$ cat src/rtl/dvd_pkg.sv
package dvd_pkg;

    // Width of the value field on both channels.
    localparam int DATA_W     = 16;
    // Address width of the mark store; values agreeing in these low bits are equal.
    localparam int VALUE_BITS = 16;
    // Width of the set tag kept beside the marks of every entry.
    localparam int EPOCH_BITS = 8;
    localparam logic [EPOCH_BITS-1:0] EPOCH_MAX = {EPOCH_BITS{1'b1}};

    // Result queue.
    localparam int FIFO_DEPTH = 4;
    localparam int FIFO_AW    = $clog2(FIFO_DEPTH);

    typedef logic [VALUE_BITS-1:0] mark_addr_t;

    typedef struct packed {
        logic [EPOCH_BITS-1:0] epoch;
        logic                  seen;
        logic                  reported;
    } mark_entry_t;

    typedef struct packed {
        logic signed [DATA_W-1:0] dup_value;
        logic                     found;
        logic                     end_of_set;
    } result_t;

    typedef enum logic {
        ST_CLEAR,
        ST_RUN
    } ctl_state_t;

endpackage

$ cat src/rtl/dvd_out_fifo.sv
module dvd_out_fifo (
    input  logic                  aclk,
    input  logic                  aresetn,
    input  logic                  push,
    input  dvd_pkg::result_t      push_data,
    input  logic                  pop_ready,
    output logic                  out_valid,
    output dvd_pkg::result_t      out_data,
    output logic [dvd_pkg::FIFO_AW:0] count
);
    import dvd_pkg::*;

    result_t              store [FIFO_DEPTH];
    logic [FIFO_AW-1:0]   wr_ptr_reg, wr_ptr_next;
    logic [FIFO_AW-1:0]   rd_ptr_reg, rd_ptr_next;
    logic [FIFO_AW:0]     count_reg, count_next;
    logic                 pop;

    assign out_valid = (count_reg != '0);
    assign out_data  = store[rd_ptr_reg];
    assign count     = count_reg;
    assign pop       = out_valid && pop_ready;

    always_comb begin
        wr_ptr_next = push ? wr_ptr_reg + 1'b1 : wr_ptr_reg;
        rd_ptr_next = pop  ? rd_ptr_reg + 1'b1 : rd_ptr_reg;
        count_next  = count_reg + (FIFO_AW+1)'(push) - (FIFO_AW+1)'(pop);
    end

    always_ff @(posedge aclk) begin
        if (!aresetn) begin
            wr_ptr_reg <= '0;
            rd_ptr_reg <= '0;
            count_reg  <= '0;
        end else begin
            wr_ptr_reg <= wr_ptr_next;
            rd_ptr_reg <= rd_ptr_next;
            count_reg  <= count_next;
        end
    end

    always_ff @(posedge aclk) begin
        if (push) begin
            store[wr_ptr_reg] <= push_data;
        end
    end

endmodule

$ cat config.mk
export PLATFORM = sky130hd
export DESIGN_NAME = dvd_out_fifo
export DESIGN_NICKNAME = d
export VERILOG_FILES = /design/src/rtl/dvd_pkg.sv /design/src/rtl/dvd_out_fifo.sv
export SDC_FILE = /design/constraint.sdc
export NUM_CORES = 1
export LEC_CHECK = 0
export BUFFER_PORTS_ARGS = -buffer_cell sky130_fd_sc_hd__buf_2
export CAP_MARGIN = 40
export CORE_MARGIN = 10
export CORE_UTILIZATION = 50
export DETAILED_ROUTE_END_ITERATION = 16
export GPL_TIMING_DRIVEN = 0
export PLACE_DENSITY = 0.71
export SLEW_MARGIN = 5
export SYNTH_ARGS = -nofsm -noshare
export SYNTH_HDL_FRONTEND = slang
export SYNTH_SLANG_ARGS = --single-unit
$ cat constraint.sdc
create_clock -name aclk -period 2.3 [get_ports aclk]
set_clock_uncertainty 0.1 [all_clocks]
set_input_delay 0.23 -clock aclk [delete_from_list [all_inputs] [get_ports aclk]]
set_output_delay 0.23 -clock aclk [all_outputs]
set_load 0.005 [all_outputs]
# Word-level counts from Yosys, hierarchy flattened
# Memories as Yosys holds them, arrays and structs flattened. A register that Yosys moved wholly into a read port is not among the register bits.
# Index checks and enable logic that the tools add are counted.
[word_totals]
output_inout_bits = 22
inputBits = 22
ramBits = 72
n_memories = 1
wordCells = 14
romBits = 0
latch_bits = 0
reg_bits = 7
[op_classes]
magnitude_cmp = 0
n_eq_ne = 0
shift = 0
addsub = 4
muxes = 4
reduce_logical = 2
n_div = 0
n_bitwise = 0
mul = 0
[mem_list]
columns = ["name", "depth", "word_bits", "read_ports", "rd_clocked_by_memory_dff", "wr", "line_no", "source"]
rows = [
  ["store", 4, 18, 1, 1, 1, "dvd_out_fifo.sv:13", "result_t store [FIFO_DEPTH];"],
]
[op_table]
columns = ["operator", "n"]
rows = [
  ["$add A2 B1 Y2 const B", 2],
  ["$mux W2", 2],
  ["$add A3 B1 Y3", 1],
  ["$reduce_bool A3 Y1", 1],
  ["$sub A3 B1 Y3", 1],
  ["$mux W1", 2],
  ["$logic_and A1 B1 Y1", 1],
]

# Depth between registers and ports, before layout
[logic_depth]
ltp_word = 4
depth_mapped = 7
ltp_nobuf = 7

# Worst setup path after synthesis
# Ideal clock, no wire load.
[synth_timing]
kind = "reg-to-reg"
from = "register count_reg[1] (netlist: count[1])"
to = "register count_reg[2] (netlist: count[2])"
required_time_ns = 2.085
stages_incl_launch_ff = 8
setup_slack_ns = 0.250
setup_ns = 0.115
arrival_time_ns = 1.836
path_buffers = 0
synth_period_minus_slack_ns = 2.050
cell_sequence = "dfxtp_1 > o31a_1 > ha_1 > inv_1 > ha_1 > fa_1 > xnor3_1 > and2_1"
[synth_via]
elab_chain_cells = 3
elab_cells_between_ends = 4
cone_classes = "2 x add/sub; 2 x reduce/logical"
[synth_lines]
columns = ["element", "line_no", "source"]
rows = [
  ["start: declaration", "dvd_out_fifo.sv:16", "logic [FIFO_AW:0] count_reg, count_next;"],
  ["start signal: assignment", "dvd_out_fifo.sv:38", "count_reg <= count_next;"],
  ["$reduce_bool A3 Y1", "dvd_out_fifo.sv:19", "assign out_valid = (count_reg != '0);"],
  ["$logic_and A1 B1 Y1", "dvd_out_fifo.sv:22", "assign pop = out_valid && pop_ready;"],
  ["named net pop", "dvd_out_fifo.sv:17", "logic pop;"],
  ["$sub A3 B1 Y3", "dvd_out_fifo.sv:27", "count_next = count_reg + (FIFO_AW+1)'(push) - (FIFO_AW+1)'(pop);"],
]
# The timed path passes the listed nets, and every way through them passes these cells.
# A chain may end at the register's enable or synchronous reset.

# Worst setup path in the final report
# Ends and elaborated chain as after synthesis.

==> out/metrics.cfg <==
[routing]
vias_per_cell = 5.20
wl_per_cell_um = 18.6
drtIter0Drc = 39
postRouteAntennaNets = 0
num_vias = 1518
dr.pass1.iters = 4
drcViolationCount = 0
routed_wl_mm = 5.42

[grt]
grt_pass1_vias = 1646
grt_max_degree = 14
grt_overflow_total = 0
antenna_found_initial = 0
grt_usage = 0.115
grt_pass1_wl_mm = 8.58

[timing]
hold_viol = 0
relSlewSlack = 0.691
finalWorstSetupSlack_ps = 148
tightest_slew_ps = 458
finalSetupViolCount = 0
rsz0062_at_grt = no
fin_crit_ps = 2150
clock.fmax_ghz = 0.465
fin_setup_tns_ps = 0
period_share = 0.936
drv_slew = 0

[worst_setup_path]
cpMaxStageDelayCell = o31a_1
timing.critical_path.mode_cell = ha_1
required_ps = 2440
arrival_ps = 2290
slowest_delay_ps = 370
setup.worst_path.end_class = flip-flop
worstSetupPathType = reg2reg
crit_path_start_kind = flip-flop
crit_chain = o31a_1, ha_1, inv_1, ha_1, fa_1, xnor3_1, and2_1
crit_fanout = 6

[layout]
largest_register_ffs = 72
insertedDiodeCount = 0
area_growth_pct = 23.0
final_nets = 241
stdcell_area_um2 = 3820
drive_gt1_frac = 0.350
layoutNonFillerInstCount = 292

[synthesis]
syn_avg_cell_area_um2 = 22.5
synthCells = 138
yosysSeqAreaShare = 0.754
synth_nets = 167
synth.ff_latch_count = 81
yosysWarningCount = 0
synthTopCellsByArea = edfxtp_1, mux4_2, mux4_1
yosysUniqueCellTypes = 20
yosys.area.top_type = edfxtp_1
synth_top_area_share = 0.696
synth.cell_area_um2 = 3110

[place]
place_congestion = 0.700
post-dp-hpwl_mm = 3.66
placed_area_um2 = 3480
dp.cells = 260
place_ws_ps = 155
port_buffers = 43

[die]
ios = 44
start_util = 0.519
die_height_um = 98.8
dieArea_um2 = 9770
std_cell_rows = 28
dieWidth_um = 98.8
core_area_um2 = 5990

[clock_network]
cts_buffers = 9
clk_pin_slew_ps = 70
cts_buffer_depth = 2
cts_root_buffer = clkbuf_8
cts_tree = done
clock_latency_ps = 340
cts_htree_levels = 3
clkSinkCount = 81

[power_and_ir_drop]
clkPwrFrac = 0.279
comb_power_share = 0.214
p_sw_frac = 0.242
power_switching_w = 0.000838
ir_worst_vdd_mv = 0.484
power_frac_seq = 0.507
p_int_w = 0.00263
power_density_nw_per_um2 = 907
p_leak_nw = 1.40

[job]
drv_cap = 0

[hold_path]
hp-class = in2reg

[run_status]
outcome = finished clean

## cells by family (layout without fill, tap and decap cells)
kind of cell | Yosys count | count (layout) | share of synthesized area
multiplexers | 22 | 22 | 0.153
flip-flops | 81 | 81 | 0.754
adder cells (fa/ha/maj) | 7 | 7 | 0.0306
XOR/XNOR | 2 | 2 | 0.0101
AND/OR/NAND/NOR | 14 | 14 | 0.0266
AO/OA/AOI/OAI | 2 | 2 | 0.00564
buffers and inverters | 10 | 89 | 0.0205
## synth_stat cells
| library cell | number |
|---|---|
| edfxtp_1 | 72 |
| mux4_2 | 10 |
| dfxtp_1 | 9 |
| and2_1 | 8 |
| mux4_1 | 8 |
| ha_1 | 6 |
| inv_1 | 6 |
| mux2i_1 | 4 |
| buf_2 | 2 |
| nand2_1 | 2 |
| nand2b_1 | 2 |
| buf_12 | 1 |
| buf_6 | 1 |
| fa_1 | 1 |
| nor2b_1 | 1 |
| o311ai_0 | 1 |
| o31a_1 | 1 |
| or3_1 | 1 |
| xnor3_1 | 1 |
| xor2_1 | 1 |
## power groups by stage
stage / registers (W) / clock network [W] / logic (W)
final: 0.00176 / 0.000967 / 0.000743
after global routing: 0.00177 / 0.00105 / 0.000825
after CTS: 0.00176 / 0.000990 / 0.000765
after detailed placement: 0.00179 / 0 / 0.000743
after global placement: 0.00178 / 0 / 0.000700
after floorplan: 0.00178 / 0 / 0.000471
## layout make-up
cell class	count	area, µm²
Buffer	4	41.3
Clock buffer	10	128
Clock inverter	6	58.8
Fill cell	416	2170
Inverter	6	22.5
Multi-Input combinational cell	47	702
Sequential cell	81	2340
Tap cell	75	93.8
Timing Repair Buffer	63	435
## metal layers
layer,track usage,share of wire,vias to the layer above
li1,-,-,712
met1,0.122,0.41,764
met2,0.196,0.52,34
met3,0.0391,0.050,8
met4,0.0650,0.017,0
met5,0,0,-
## stage by stage
stage	total power, W	utilization	hold slack [ps]
detailed placement	0.00253	0.580	349
global placement	0.00248	0.570	340
global route	0.00364	0.638	5.80
finish	0.00347	0.638	16.2
CTS	0.00351	0.638	1.30
floorplan	0.00225	-	229
## repair_timing
action                    CTS  global route
hold buffers               16             0
buffers inserted            0             0
resized for setup           0             0
hold endpoints to repair   64             0
## cell usage in the layout, fill, tap and decap left out
cell	synthesis	routed
ha_1	6	6
bufinv_16	0	1
and2_1	8	8
buf_6	1	1
buf_12	1	1
clkbuf_1	0	1
or3_1	1	1
xor2_1	1	1
buf_2	2	45
clkbuf_8	0	9
o31a_1	1	1
dfxtp_1	9	9
edfxtp_1	72	72
nand2_1	2	2
mux4_2	10	10
o311ai_0	1	1
clkinv_2	0	4
nor2b_1	1	1
buf_8	0	4
fa_1	1	1
mux2i_1	4	4
xnor3_1	1	1
dlygate4sd3_1	0	16
inv_1	6	6
nand2b_1	2	2
clkinv_4	0	1
mux4_1	8	8
## worst paths after layout
check / slack [ps] / cells past startpoint / end / startpoint
setup / recovery: 150 / 7 / count[2] / count[1]
hold reg to reg: 400 / 2 / rd_ptr_reg[0] / rd_ptr_reg[0]
hold / removal: 20 / 1 / store[1][9] / push_data[9]
setup reg to reg: 150 / 7 / count[2] / count[1]
## worst max-delay path, delay by kind of cell (launching register included)
| kind | cells | cell delay [ps] |
|---|---|---|
| XOR/XNOR | 1 | 180 |
| AO/OA/AOI/OAI | 1 | 370 |
| adder cells (fa/ha/maj) | 3 | 840 |
| buffers and inverters | 1 | 40 |
| AND/OR/NAND/NOR | 1 | 160 |
| flip-flops | 1 | 350 |
No activity file was read; power rests on OpenSTA's default activity.
